`config.mk`:
```
export PLATFORM = sky130hd
export DESIGN_NAME = frame_psnr_accumulator_unit_flat
export DESIGN_NICKNAME = d
export VERILOG_FILES = /design/src/hw/rtl/fpsnr_pkg.sv /design/src/hw/rtl/fpsnr_in_if.sv /design/src/hw/rtl/fpsnr_out_if.sv /design/src/hw/rtl/fpsnr_mul.sv /design/src/hw/rtl/frame_psnr_accumulator_unit.sv /design/src/flat_wrapper.sv
export SDC_FILE = /design/constraint.sdc
export NUM_CORES = 2
export LEC_CHECK = 0
export ABC_CLOCK_PERIOD_IN_PS = 15700
export BUFFER_PORTS_ARGS = -buffer_cell sky130_fd_sc_hd__buf_2
export CAP_MARGIN = 20
export CORE_MARGIN = 2
export CORE_UTILIZATION = 25
export CTS_CLUSTER_DIAMETER = 60
export DETAILED_ROUTE_END_ITERATION = 10
export PLACE_DENSITY = 0.39
export SLEW_MARGIN = 5
export SYNTH_ARGS = -nofsm -noshare
export SYNTH_HDL_FRONTEND = slang
export SYNTH_SLANG_ARGS = --single-unit
```
`constraint.sdc`:
```
create_clock -name clk -period 15.7 [get_ports clk]
set_clock_uncertainty 0.05 [all_clocks]
set_input_delay 2.355 -clock clk [delete_from_list [all_inputs] [get_ports clk]]
set_output_delay 2.355 -clock clk [all_outputs]
set_load 0.02 [all_outputs]
```
`src/hw/rtl/fpsnr_pkg.sv`:
```
// fpsnr_pkg: constants, register indexes and depth tables of the frame psnr accumulator
// used by every rtl file of the block; depends on nothing
`timescale 1ns / 1ps

package fpsnr_pkg;

	localparam int MAX_WIDTH  = 4096;
	localparam int MAX_HEIGHT = 4096;
	localparam int DIM_W      = 13;
	localparam int N_W        = $clog2(MAX_WIDTH * MAX_HEIGHT + 1);
	localparam int CNT_W      = N_W - 1;
	localparam int SSE_W      = 56;
	localparam int LOG_FRAC   = 28;
	localparam int EXP_W      = 6;
	localparam int LOG_W      = EXP_W + LOG_FRAC;
	localparam int MUL_W      = 32;
	localparam int SCORE_W    = 24;
	localparam int SAMPLE_W   = 16;
	localparam int HALF_W     = 17;

	localparam logic [MUL_W-1:0]    DB_PER_OCTAVE_Q28 = 32'd808071242;
	localparam logic [DIM_W-1:0]    WIDTH_RESET       = 13'd1920;
	localparam logic [DIM_W-1:0]    HEIGHT_RESET      = 13'd1080;
	localparam logic [EXP_W-1:0]    EXP_TOP           = 6'(SSE_W - 1);

	typedef enum logic [1:0] {
		CFG_DEPTH    = 2'd0,
		CFG_UNCAPPED = 2'd1,
		CFG_WIDTH    = 2'd2,
		CFG_HEIGHT   = 2'd3
	} cfg_idx_t;

	// sample mask, i.e. peak value, per depth mode
	function automatic logic [SAMPLE_W-1:0] depth_peak(input logic [1:0] mode);
		logic [SAMPLE_W-1:0] p;
		case (mode)
			2'd0:    p = 16'h00FF;
			2'd1:    p = 16'h03FF;
			2'd2:    p = 16'h0FFF;
			default: p = 16'hFFFF;
		endcase
		return p;
	endfunction

	// cap in Q8.16 dB per depth mode
	function automatic logic [SCORE_W-1:0] depth_cap(input logic [1:0] mode);
		logic [7:0] db;
		case (mode)
			2'd0:    db = 8'd60;
			2'd1:    db = 8'd72;
			2'd2:    db = 8'd84;
			default: db = 8'd108;
		endcase
		return {db, 16'h0000};
	endfunction

	function automatic logic [DIM_W-1:0] clamp_dim(input logic [DIM_W-1:0] v,
			input logic [DIM_W-1:0] maxv);
		logic [DIM_W-1:0] r;
		if (v == '0)
			r = DIM_W'(1);
		else if (v > maxv)
			r = maxv;
		else
			r = v;
		return r;
	endfunction

endpackage

```
`src/hw/rtl/fpsnr_in_if.sv`:
```
// fpsnr_in_if: sample pair channel, valid/ready handshake
// depends on fpsnr_pkg
`timescale 1ns / 1ps

interface fpsnr_in_if;
	logic                               valid;
	logic                               ready;
	logic [fpsnr_pkg::SAMPLE_W-1:0]     ref_sample;
	logic [fpsnr_pkg::SAMPLE_W-1:0]     dist_sample;

	modport source (output valid, output ref_sample, output dist_sample, input ready);
	modport sink (input valid, input ref_sample, input dist_sample, output ready);
endinterface

```
`src/hw/rtl/fpsnr_out_if.sv`:
```
// fpsnr_out_if: frame score channel, valid/ready handshake
// depends on fpsnr_pkg
`timescale 1ns / 1ps

interface fpsnr_out_if;
	logic                               valid;
	logic                               ready;
	logic [fpsnr_pkg::SCORE_W-1:0]      psnr_score;
	logic                               lossless;

	modport source (output valid, output psnr_score, output lossless, input ready);
	modport sink (input valid, input psnr_score, input lossless, output ready);
endinterface

```
`src/hw/rtl/fpsnr_mul.sv`:
```
// fpsnr_mul: shared 32x32 unsigned multiplier used by the square, frame size, peak, log2 and dB scaling steps
// depends on fpsnr_pkg
`timescale 1ns / 1ps

module fpsnr_mul (
	input  logic [fpsnr_pkg::MUL_W-1:0]   op_a,
	input  logic [fpsnr_pkg::MUL_W-1:0]   op_b,
	output logic [2*fpsnr_pkg::MUL_W-1:0] prod
);
	assign prod = (2*fpsnr_pkg::MUL_W)'(op_a) * (2*fpsnr_pkg::MUL_W)'(op_b);
endmodule

```
`src/hw/rtl/frame_psnr_accumulator_unit.sv`:
```
// frame_psnr_accumulator_unit: per-frame sse accumulation and psnr via log2 sequencer
// depends on fpsnr_pkg, fpsnr_in_if, fpsnr_out_if, fpsnr_mul
// a sample request runs through diff, square/accumulate and frame size product steps
// on the last pixel with nonzero sse the sequencer takes log2 of peak^2*n and of sse by
// normalize and squaring rounds on the shared multiplier, then scales to dB; ready is low meanwhile
// the score waits in an output register, so new samples are taken while it is pending
// arst_n clears sums, sequencer and output valid and loads register reset values
`timescale 1ns / 1ps

module frame_psnr_accumulator_unit (
	input  logic                           clk,
	input  logic                           arst_n,
	input  logic                           cfg_we,
	input  logic [1:0]                     cfg_index,
	input  logic [fpsnr_pkg::DIM_W-1:0]    cfg_data,
	fpsnr_in_if.sink                       sample_in,
	fpsnr_out_if.source                    score_out
);
	localparam int MW = fpsnr_pkg::MUL_W;

	typedef enum logic [3:0] {
		ST_IDLE, ST_SQ, ST_CNT, ST_PK, ST_PA, ST_NORM, ST_ITER, ST_MH, ST_ML, ST_FIN
	} state_t;

	state_t                              state_q;
	logic [1:0]                          mode_q;
	logic                                unc_q;
	logic [fpsnr_pkg::DIM_W-1:0]         w_q, h_q;
	logic [fpsnr_pkg::SAMPLE_W-1:0]      diff_q;
	logic [fpsnr_pkg::SSE_W-1:0]         sse_q;
	logic [fpsnr_pkg::CNT_W-1:0]         cnt_q;
	logic [MW-1:0]                       pp_q;
	logic [fpsnr_pkg::N_W-1:0]           n_q;
	logic [fpsnr_pkg::SSE_W-1:0]         x_q;
	logic [fpsnr_pkg::EXP_W-1:0]         e_q;
	logic [fpsnr_pkg::LOG_FRAC-1:0]      frac_q;
	logic [MW-1:0]                       m_q;
	logic [4:0]                          rnd_q;
	logic                                which_q;
	logic [fpsnr_pkg::LOG_W-1:0]         la_q, dq_q;
	logic [46:0]                         ph_q;
	logic [fpsnr_pkg::SCORE_W-1:0]       sc_q;
	logic                                zero_q, loss_q;
	logic                                out_valid_q;
	logic [fpsnr_pkg::SCORE_W-1:0]       out_score_q;
	logic                                out_loss_q;

	logic [MW-1:0]                       op_a, op_b;
	logic [2*MW-1:0]                     prod;
	logic [fpsnr_pkg::SAMPLE_W-1:0]      peak, rs, ds;
	logic [fpsnr_pkg::DIM_W-1:0]         wc, hc;
	logic [fpsnr_pkg::N_W-1:0]           n_now, cnt_next;
	logic [fpsnr_pkg::LOG_FRAC-1:0]      frac_next;
	logic [fpsnr_pkg::LOG_W-1:0]         log_val;
	logic [2*MW-1:0]                     total;
	logic [fpsnr_pkg::SCORE_W-1:0]       cap, capped;

	assign peak = fpsnr_pkg::depth_peak(mode_q);
	assign cap  = fpsnr_pkg::depth_cap(mode_q);
	assign rs   = sample_in.ref_sample & peak;
	assign ds   = sample_in.dist_sample & peak;
	assign wc   = fpsnr_pkg::clamp_dim(w_q, fpsnr_pkg::DIM_W'(fpsnr_pkg::MAX_WIDTH));
	assign hc   = fpsnr_pkg::clamp_dim(h_q, fpsnr_pkg::DIM_W'(fpsnr_pkg::MAX_HEIGHT));

	always_comb begin
		op_a = '0;
		op_b = '0;
		case (state_q)
			ST_SQ: begin
				op_a = MW'(diff_q);
				op_b = MW'(diff_q);
			end
			ST_CNT: begin
				op_a = MW'(wc);
				op_b = MW'(hc);
			end
			ST_PK: begin
				op_a = MW'(peak);
				op_b = MW'(peak);
			end
			ST_PA: begin
				op_a = pp_q;
				op_b = MW'(n_q);
			end
			ST_ITER: begin
				op_a = m_q;
				op_b = m_q;
			end
			ST_MH: begin
				op_a = MW'(dq_q[fpsnr_pkg::LOG_W-1:fpsnr_pkg::HALF_W]);
				op_b = fpsnr_pkg::DB_PER_OCTAVE_Q28;
			end
			ST_ML: begin
				op_a = MW'(dq_q[fpsnr_pkg::HALF_W-1:0]);
				op_b = fpsnr_pkg::DB_PER_OCTAVE_Q28;
			end
			default: begin
				op_a = '0;
				op_b = '0;
			end
		endcase
	end

	fpsnr_mul u_mul (
		.op_a (op_a),
		.op_b (op_b),
		.prod (prod)
	);

	assign n_now     = prod[fpsnr_pkg::N_W-1:0];
	assign cnt_next  = fpsnr_pkg::N_W'(cnt_q) + fpsnr_pkg::N_W'(1);
	assign frac_next = {frac_q[fpsnr_pkg::LOG_FRAC-2:0], prod[2*MW-1]};
	assign log_val   = {e_q, frac_next};
	assign total     = {ph_q, {fpsnr_pkg::HALF_W{1'b0}}} + (2*MW)'(prod[46:0])
			+ ((2*MW)'(1) << 39);

	always_comb begin
		if (zero_q)
			capped = '0;
		else
			capped = sc_q;
		if (!unc_q && capped > cap)
			capped = cap;
	end

	assign sample_in.ready      = (state_q == ST_IDLE);
	assign score_out.valid      = out_valid_q;
	assign score_out.psnr_score = out_score_q;
	assign score_out.lossless   = out_loss_q;

	// configuration registers
	always_ff @(posedge clk or negedge arst_n) begin
		if (!arst_n) begin
			mode_q <= '0;
			unc_q  <= 1'b0;
			w_q    <= fpsnr_pkg::WIDTH_RESET;
			h_q    <= fpsnr_pkg::HEIGHT_RESET;
		end else if (cfg_we) begin
			case (cfg_index)
				fpsnr_pkg::CFG_DEPTH:    mode_q <= cfg_data[1:0];
				fpsnr_pkg::CFG_UNCAPPED: unc_q  <= cfg_data[0];
				fpsnr_pkg::CFG_WIDTH:    w_q    <= cfg_data;
				fpsnr_pkg::CFG_HEIGHT:   h_q    <= cfg_data;
				default: ;
			endcase
		end
	end

	always_ff @(posedge clk or negedge arst_n) begin
		if (!arst_n) begin
			state_q     <= ST_IDLE;
			sse_q       <= '0;
			cnt_q       <= '0;
			out_valid_q <= 1'b0;
			rnd_q       <= '0;
			which_q     <= 1'b0;
			zero_q      <= 1'b0;
			loss_q      <= 1'b0;
		end else begin
			if (out_valid_q && score_out.ready && state_q != ST_FIN)
				out_valid_q <= 1'b0;
			case (state_q)
				ST_IDLE: begin
					if (sample_in.valid) begin
						diff_q  <= (rs >= ds) ? (rs - ds) : (ds - rs);
						state_q <= ST_SQ;
					end
				end
				ST_SQ: begin
					sse_q   <= sse_q + prod[fpsnr_pkg::SSE_W-1:0];
					state_q <= ST_CNT;
				end
				ST_CNT: begin
					n_q    <= n_now;
					zero_q <= 1'b0;
					loss_q <= (sse_q == '0);
					if (cnt_next < n_now) begin
						cnt_q   <= cnt_q + fpsnr_pkg::CNT_W'(1);
						state_q <= ST_IDLE;
					end else if (sse_q == '0) begin
						state_q <= ST_FIN;
					end else begin
						state_q <= ST_PK;
					end
				end
				ST_PK: begin
					pp_q    <= prod[MW-1:0];
					state_q <= ST_PA;
				end
				ST_PA: begin
					x_q     <= prod[fpsnr_pkg::SSE_W-1:0];
					e_q     <= fpsnr_pkg::EXP_TOP;
					which_q <= 1'b0;
					state_q <= ST_NORM;
				end
				ST_NORM: begin
					if (x_q[fpsnr_pkg::SSE_W-1]) begin
						m_q     <= x_q[fpsnr_pkg::SSE_W-1 -: MW];
						frac_q  <= '0;
						rnd_q   <= '0;
						state_q <= ST_ITER;
					end else begin
						x_q <= {x_q[fpsnr_pkg::SSE_W-2:0], 1'b0};
						e_q <= e_q - fpsnr_pkg::EXP_W'(1);
					end
				end
				ST_ITER: begin
					frac_q <= frac_next;
					m_q    <= prod[2*MW-1] ? prod[2*MW-1:MW] : prod[2*MW-2:MW-1];
					rnd_q  <= rnd_q + 5'd1;
					if (rnd_q == 5'(fpsnr_pkg::LOG_FRAC - 1)) begin
						if (!which_q) begin
							la_q    <= log_val;
							x_q     <= sse_q;
							e_q     <= fpsnr_pkg::EXP_TOP;
							which_q <= 1'b1;
							state_q <= ST_NORM;
						end else if (la_q <= log_val) begin
							zero_q  <= 1'b1;
							state_q <= ST_FIN;
						end else begin
							dq_q    <= la_q - log_val;
							state_q <= ST_MH;
						end
					end
				end
				ST_MH: begin
					ph_q    <= prod[46:0];
					state_q <= ST_ML;
				end
				ST_ML: begin
					sc_q    <= total[2*MW-1:40];
					state_q <= ST_FIN;
				end
				ST_FIN: begin
					if (!out_valid_q || score_out.ready) begin
						out_valid_q <= 1'b1;
						out_score_q <= loss_q ? cap : capped;
						out_loss_q  <= loss_q;
						sse_q       <= '0;
						cnt_q       <= '0;
						state_q     <= ST_IDLE;
					end
				end
				default: state_q <= ST_IDLE;
			endcase
		end
	end

	// squaring rounds always run on a normalized mantissa
	a_mant_norm: assert property (@(posedge clk) disable iff (!arst_n)
		(state_q == ST_ITER) |-> m_q[MW-1])
		else $error("mantissa not normalized in squaring round");

	a_norm_nonzero: assert property (@(posedge clk) disable iff (!arst_n)
		(state_q == ST_NORM) |-> (x_q != '0))
		else $error("normalizing a zero operand");

	a_rnd_bound: assert property (@(posedge clk) disable iff (!arst_n)
		(state_q == ST_ITER) |-> (rnd_q < 5'(fpsnr_pkg::LOG_FRAC)))
		else $error("squaring round count overran");

	a_fin_sse: assert property (@(posedge clk) disable iff (!arst_n)
		(state_q == ST_FIN && !out_valid_q) |=> (sse_q == '0 && state_q == ST_IDLE))
		else $error("frame sums not cleared after result");
endmodule
```
`src/flat_wrapper.sv`:
```
// flat-port wrapper written by rule: the top's interface ports become plain ports
module frame_psnr_accumulator_unit_flat 
  (clk, arst_n, cfg_we, cfg_index, cfg_data, sample_in_valid, sample_in_ref_sample, sample_in_dist_sample, sample_in_ready, score_out_valid, score_out_psnr_score, score_out_lossless, score_out_ready);
  fpsnr_in_if sample_in_i ();
  fpsnr_out_if score_out_i ();
  input  logic clk;
  input  logic arst_n;
  input  logic cfg_we;
  input  logic [1:0] cfg_index;
  input  logic [fpsnr_pkg::DIM_W-1:0] cfg_data;
  input wire logic [$bits(sample_in_i.valid)-1:0] sample_in_valid;
  input wire logic [$bits(sample_in_i.ref_sample)-1:0] sample_in_ref_sample;
  input wire logic [$bits(sample_in_i.dist_sample)-1:0] sample_in_dist_sample;
  output wire logic [$bits(sample_in_i.ready)-1:0] sample_in_ready;
  output wire logic [$bits(score_out_i.valid)-1:0] score_out_valid;
  output wire logic [$bits(score_out_i.psnr_score)-1:0] score_out_psnr_score;
  output wire logic [$bits(score_out_i.lossless)-1:0] score_out_lossless;
  input wire logic [$bits(score_out_i.ready)-1:0] score_out_ready;
  assign sample_in_i.valid = sample_in_valid;
  assign sample_in_i.ref_sample = sample_in_ref_sample;
  assign sample_in_i.dist_sample = sample_in_dist_sample;
  assign sample_in_ready = sample_in_i.ready;
  assign score_out_valid = score_out_i.valid;
  assign score_out_psnr_score = score_out_i.psnr_score;
  assign score_out_lossless = score_out_i.lossless;
  assign score_out_i.ready = score_out_ready;
  frame_psnr_accumulator_unit u_core (.clk(clk), .arst_n(arst_n), .cfg_we(cfg_we), .cfg_index(cfg_index), .cfg_data(cfg_data), .sample_in(sample_in_i), .score_out(score_out_i));
endmodule
```
# After elaboration in Yosys (flattened, before gate mapping)
# Cells that the tools add are included.
dict set report totals {
  wordCells 164
  ff_bits 480
  output_inout_bits 27
}
dict set report op_classes {
  multipliers 1
  order_cmp 6
  eq_ne 25
  bitwise 4
  reduce_logical 41
  muxes 50
  add_sub_neg 10
}
# operator count
set op_table {}
lappend op_table {{$mux 56} 4}
lappend op_table {{$pmux 32 s7} 1}
lappend op_table {{$pmux 32 s6} 1}
lappend op_table {{$pmux 56 s3} 1}
lappend op_table {{$mux 24} 5}
lappend op_table {{$pmux 56 s2} 1}
lappend op_table {{$add 64x40->64 const B} 1}
lappend op_table {{$add 64x47->64} 1}
lappend op_table {{$mul 32x32->64} 1}
lappend op_table {{$mux 32} 2}
lappend op_table {{$pmux 32 s2} 1}
lappend op_table {{$add 56x56->56} 1}
lappend op_table {{$logic_not 56->1} 1}
lappend op_table {{$pmux 27 s2} 1}
lappend op_table {{$mux 13} 4}
lappend op_table {{$pmux 16 s3} 1}
lappend op_table {{$pmux 24 s2} 1}
lappend op_table {{$pmux 4 s10} 1}
lappend op_table {{$le 34x34->1} 1}
lappend op_table {{$sub 34x34->34} 1}
lappend op_table {{$and 16x16->16} 2}
lappend op_table {{$mux 4} 8}
lappend op_table {{$sub 16x16->16} 2}
lappend op_table {{$mux 27} 1}
lappend op_table {{other kinds (40)} 93}

# Logic depth before layout (Yosys ltp)
dict set report logic_depth {
  word_depth 10
  depth_mapped 51
  ltp_nobuf 47
}

# Modules after synthesis
# A second synthesis with hierarchy kept.
dict set report hier_totals {
  cells_unflattened 6387
  area_unflattened_um2 61670.4
}
# mod instances seq_area_each_um2 area_each_um2 cells_each
set modules_own_cells {}
lappend modules_own_cells {fpsnr_mul 1 0.0 33544.7 3745}
lappend modules_own_cells {frame_psnr_accumulator_unit 1 13813.2 28125.7 2642}

# Worst setup path before layout
# OpenSTA, ideal clock, no wires.
dict set report synth_path {
  kind {flip-flop to flip-flop}
  from {reg u_core.state_q[3]}
  to {reg u_core.dq_q[0] (netlist name), enable pin}
  path_stages_with_launch 47
  required_time_ps 15225
  arrival_ps 11675
  period_less_slack_ps 12150
  setup_time_ps 425
  path_slack_ps 3550
  cell_sequence {dfrtp_1 > nand2b_1 > buf_2 > nor3_1 > buf_2 > buf_2 > buf_1 > nand2_1 > nand3_1 > clkbuf_1 > nand2_1 > fa_1 > inv_1 > fa_1 > inv_1 > fa_1 > fa_1 > inv_1 > [... 11 more ...] > o21ba_2 > nor2_1 > a211oi_1 > o211ai_2 > buf_2 > ha_1 > inv_1 > fa_1 > a21o_1 > a21oi_2 > o21ai_1 > a31oi_2 > a21oi_1 > o31a_1 > a31o_2 > a21o_1 > a21oi_4 > nor2_1}
}
dict set report synth_between {
  elab_chain_cells 7
  word_cells_on_any_way 14
  classes_between {1 x mul; 1 x order compare; 7 x eq/ne; 2 x mux; 1 x bitwise; 2 x reduce/logical}
}
# item line
set synth_rtl {}
lappend synth_rtl {{from (decl)} frame_psnr_accumulator_unit.sv:25} ;# state_t state_q;
lappend synth_rtl {{from (signal assigned)} frame_psnr_accumulator_unit.sv:151} ;# state_q <= ST_IDLE;
lappend synth_rtl {{from (signal assigned)} frame_psnr_accumulator_unit.sv:166} ;# state_q <= ST_SQ;
lappend synth_rtl {{from (signal assigned)} frame_psnr_accumulator_unit.sv:171} ;# state_q <= ST_CNT;
lappend synth_rtl {{$eq 4x3->1 or $eq 4x4->1 (tied branches)} frame_psnr_accumulator_unit.sv:68} ;# case (state_q)
lappend synth_rtl {{$reduce_or 2->1 (no source line)} --}
lappend synth_rtl {{$pmux 32 s6} frame_psnr_accumulator_unit.sv:68}
lappend synth_rtl {{$mul 32x32->64 (*)} fpsnr_mul.sv:10} ;# assign prod = (2*fpsnr_pkg::MUL_W)'(op_a) * (2*fpsnr_pkg::MUL_W)'(op_b);
lappend synth_rtl {{named net u_core.prod[63]} frame_psnr_accumulator_unit.sv:49} ;# logic [2*MW-1:0] prod;
lappend synth_rtl {{$le 34x34->1 (*)} frame_psnr_accumulator_unit.sv:218} ;# end else if (la_q <= log_val) begin
lappend synth_rtl {{$not 1->1 (no source line) (*)} --}
lappend synth_rtl {{$reduce_and 5->1 (no source line) (*)} --}
lappend synth_rtl {{to (signal assigned)} frame_psnr_accumulator_unit.sv:222} ;# dq_q <= la_q - log_val;
lappend synth_rtl {{to (decl)} frame_psnr_accumulator_unit.sv:40} ;# logic [fpsnr_pkg::LOG_W-1:0] la_q, dq_q;
# Mark *: on every way through the listed nets, which the timed path passes. The rest lies on a longest branch.
# A chain may end at the register's enable or synchronous reset.

# Final worst setup path
dict set report layout_path {
  from {reg u_core.state_q[2]}
  to {reg u_core.state_q[2]}
}
dict set report layout_between {
  elab_chain_cells 9
  word_cells_on_any_way 26
  classes_between {1 x mul; 2 x order compare; 13 x eq/ne; 7 x mux; 3 x reduce/logical}
}
# item line
set layout_rtl {}
lappend layout_rtl {{$eq 4x3->1 or $eq 4x4->1 (tied branches)} {frame_psnr_accumulator_unit.sv:68, frame_psnr_accumulator_unit.sv:162}}
lappend layout_rtl {{$reduce_or 2->1 (no source line)} --}
lappend layout_rtl {{$pmux 32 s6} frame_psnr_accumulator_unit.sv:68}
lappend layout_rtl {{$mul 32x32->64} fpsnr_mul.sv:10}
lappend layout_rtl {{$le 34x34->1} frame_psnr_accumulator_unit.sv:218}
lappend layout_rtl {{$mux 4} frame_psnr_accumulator_unit.sv:218}
lappend layout_rtl {{$mux 4} frame_psnr_accumulator_unit.sv:212} ;# if (!which_q) begin
lappend layout_rtl {{$mux 4} frame_psnr_accumulator_unit.sv:211} ;# if (rnd_q == 5'(fpsnr_pkg::LOG_FRAC - 1)) begin
lappend layout_rtl {{$pmux 4 s10} frame_psnr_accumulator_unit.sv:162} ;# case (state_q)
# Parallel ways exist; a longest one is shown, timed or not. The select of a mux whose other input is x is not followed.

==> impl_metrics.tcl <==
set metrics [dict create \
    ctsResizeCount 0 \
    synthAdderAreaFrac_pct 39.4 \
    endpoint_kind "flop" \
    dp_hpwl_mm 191 \
    cp_max_fo 36 \
    final_hold_viol_count 0 \
    vias_per_cell 4.82 \
    detail-route-antenna-nets 0 \
    slowest_stage "a22o_1" \
    final_common_cell "inv_1" \
    avgRoutedWirePerCell_um 24.1 \
    synth_cell_type_count 92 \
    start_kind "flop" \
    synth-simple-area-share_pct 14.1 \
    async_flop_share_pct 25.4 \
    muxShareOfSynthArea_pct 1.33 \
    crit_family "adder cells" \
    drt_wl_total_mm 237 \
    cts-root-buf "clkbuf_16" \
    grt_pass1_wl_mm 349 \
    cp.arrival_ns 14.46 \
    dieArea_um2 248000 \
    worst-path-buf-inv 9 \
    seq_area_frac_synth_pct 22.7 \
    syn_inst 6550 \
    io_pins 79 \
    grt_pass1_vias 49448 \
    min_period_over_period_pct 89.0 \
    htreeDepth 2 \
    crit_top_cell "fa_1" \
    drt_pre_antenna_iters 8 \
    dr_total_vias 47361 \
    core_um2 243000 \
    rows 181 \
    drc 0 \
    post-cts-setup-buffer-count 0 \
    clk_pin_slew_worst_paths_ns 0.06 \
    hp-class "flop to flop" \
    synth_edf_count 358 \
    nets 8003 \
    avgSynthCellArea_um2 9.31 \
    area.sequential_um2 13800 \
    slew_viol_final 0 \
    final_cell_mix "inv_1, fa_1, nand2_1" \
    cts_buffer_depth 3 \
    antenna_found_initial 9 \
    drive_gt1_share_pct 7.75 \
    yosys_register_bits 480 \
    hold_buffers 0 \
    syn_nets 7980 \
    max_stage_delay_ns 0.94 \
    start_util_pct 25.1 \
    period_minus_slack_ns 13.97 \
    multi_input_area_um2 41900 \
    timing.fmax_mhz 71.6 \
    cts_buffers 59 \
    setup_tns_ns 0 \
    syn_area_um2 61000 \
    yosys_warnings 0 \
    overflow 0 \
    synthFlopType "edfxtp_1" \
    synthXorXnorAreaFrac_pct 2.87 \
    globalplace.congestion 0.895 \
    n_fill_cell 25875 \
    drv_cap 0 \
    worstSkewPairLatency_ns 0.67 \
    fp.dieH_um 498 \
    grt_max_degree 62 \
    relSlewSlack_pct 15.2 \
    critPathKind "flop to flop" \
    cts_tree "yes" \
    tightest_slew_ns 1.27 \
    track_usage_pct 19.0 \
    drt_iter0_markers 3875 \
    worstPathRequired_ns 16.19 \
    setup-violations-final 0 \
    rsz0062_at_grt "false" \
    die_x_um 498 \
    cts_sinks 480 \
    synth_compound_area_share_pct 10.6 \
    antenna_cells 0 \
    port_buffers 78 \
    status "finished clean" \
    synth_top_family_by_area "adder cells" \
    area_delta_synth_final_pct 11.6 \
]
layer usage:
| metal | vias up | part of all wire, % | track usage, % |
|---|---|---|---|
| met3 | 251 | 4.4 | 1.63 |
| met1 | 24626 | 46 | 26.7 |
| met4 | 4 | 2.8 | 4.87 |
| met5 | - | 0.0089 | 0 |
| li1 | 21203 | - | - |
| met2 | 1277 | 46 | 31.2 |
area by class of cell:
cell class,count,area share (%)
flip-flops and latches,480,20.3
clock inverters,28,0.568
inverters,1152,6.35
well taps,3202,5.89
repair buffers,278,2.83
multi-input cells,4602,61.5
clock buffers,83,2.56
worst register-to-register path, delay by kind of cell (launching register included):
kind            cells  cell delay, ns
compound gates     17            4.79
fa+ha+maj          11            5.18
buf+inv             9            1.46
flops               1            0.65
simple gates        6            1.75
Yosys cell counts (32+ instances only):
master,count,area (µm²)
inv_1,1152,4320
fa_1,900,18000
nand2_1,880,3300
nor2_1,608,2280
ha_1,478,5980
edfxtp_1,358,10800
clkbuf_1,258,968
o21ai_0,226,1130
a21oi_1,213,1070
a21o_1,137,1030
nand3_1,131,656
xnor2_1,123,1080
dfrtp_1,114,2850
xor2_1,77,674
and3_1,68,425
nand4_1,50,313
a22oi_1,46,345
mux2i_1,46,460
nor3_1,46,230
a222oi_1,44,440
nand2b_1,37,231
nor4_1,32,200
through the flow:
step                area, µm²  std cells  hold slack, ns  utilization, %  setup WS (ns)
finish                  68100       9825           0.396            28.0           1.73
global route            68100       9825           0.402            28.0           1.16
CTS                     68100       9824           0.396            28.0           1.76
detailed placement      65900       9713           0.382            27.2           1.81
global placement        65900       9708           0.377            27.1           1.89
floorplan               61000       6550           0.376               -           3.55
final timing paths:
check | start | to | slack [ns] | depth (start not counted)
max | u_core.state_q[2] | u_core.state_q[2] | 1.73 | 43
min | u_core.frac_q[24] | u_core.la_q[25] | 0.40 | 0
max reg2reg | u_core.state_q[2] | u_core.state_q[2] | 1.73 | 43
min reg2reg | u_core.frac_q[24] | u_core.la_q[25] | 0.40 | 0
max in group asynchronous | arst_n | u_core.rnd_q[2] | 12.79 | 2
min in group asynchronous | arst_n | u_core.unc_q | 1.59 | 1
cell families after synthesis:
logic type,after synthesis
and+or+nand+nor,1987
adders and majority gates,1378
DFF,480
muxes,77
AOI/OAI and AO/OA,960
buffers and inverters,1468
xor gates and xnor gates,200
state kept, by name, summed over array words and instances, names as in the netlist, 2 cells and up:
name                         cells
u_core.cnt_q                    24
u_core.h_q                      13
u_core.w_q                      13
u_core.m_q                      32
u_core.la_q                     34
u_core.pp_q                     32
u_core.diff_q                   16
u_core.dq_q                     34
u_core.n_q                      25
u_core.state_q                   4
u_core.sc_q                     24
u_core.mode_q                    2
u_core.e_q                       6
u_core.sse_q                    56
u_core.x_q                      56
u_core.score_out.psnr_score     24
u_core.ph_q                     47
u_core.frac_q                   27
u_core.rnd_q                     5
Power is left out: the tool's default activity adds up to more than one toggle a clock period on the data nets, which glitch-free logic cannot reach.
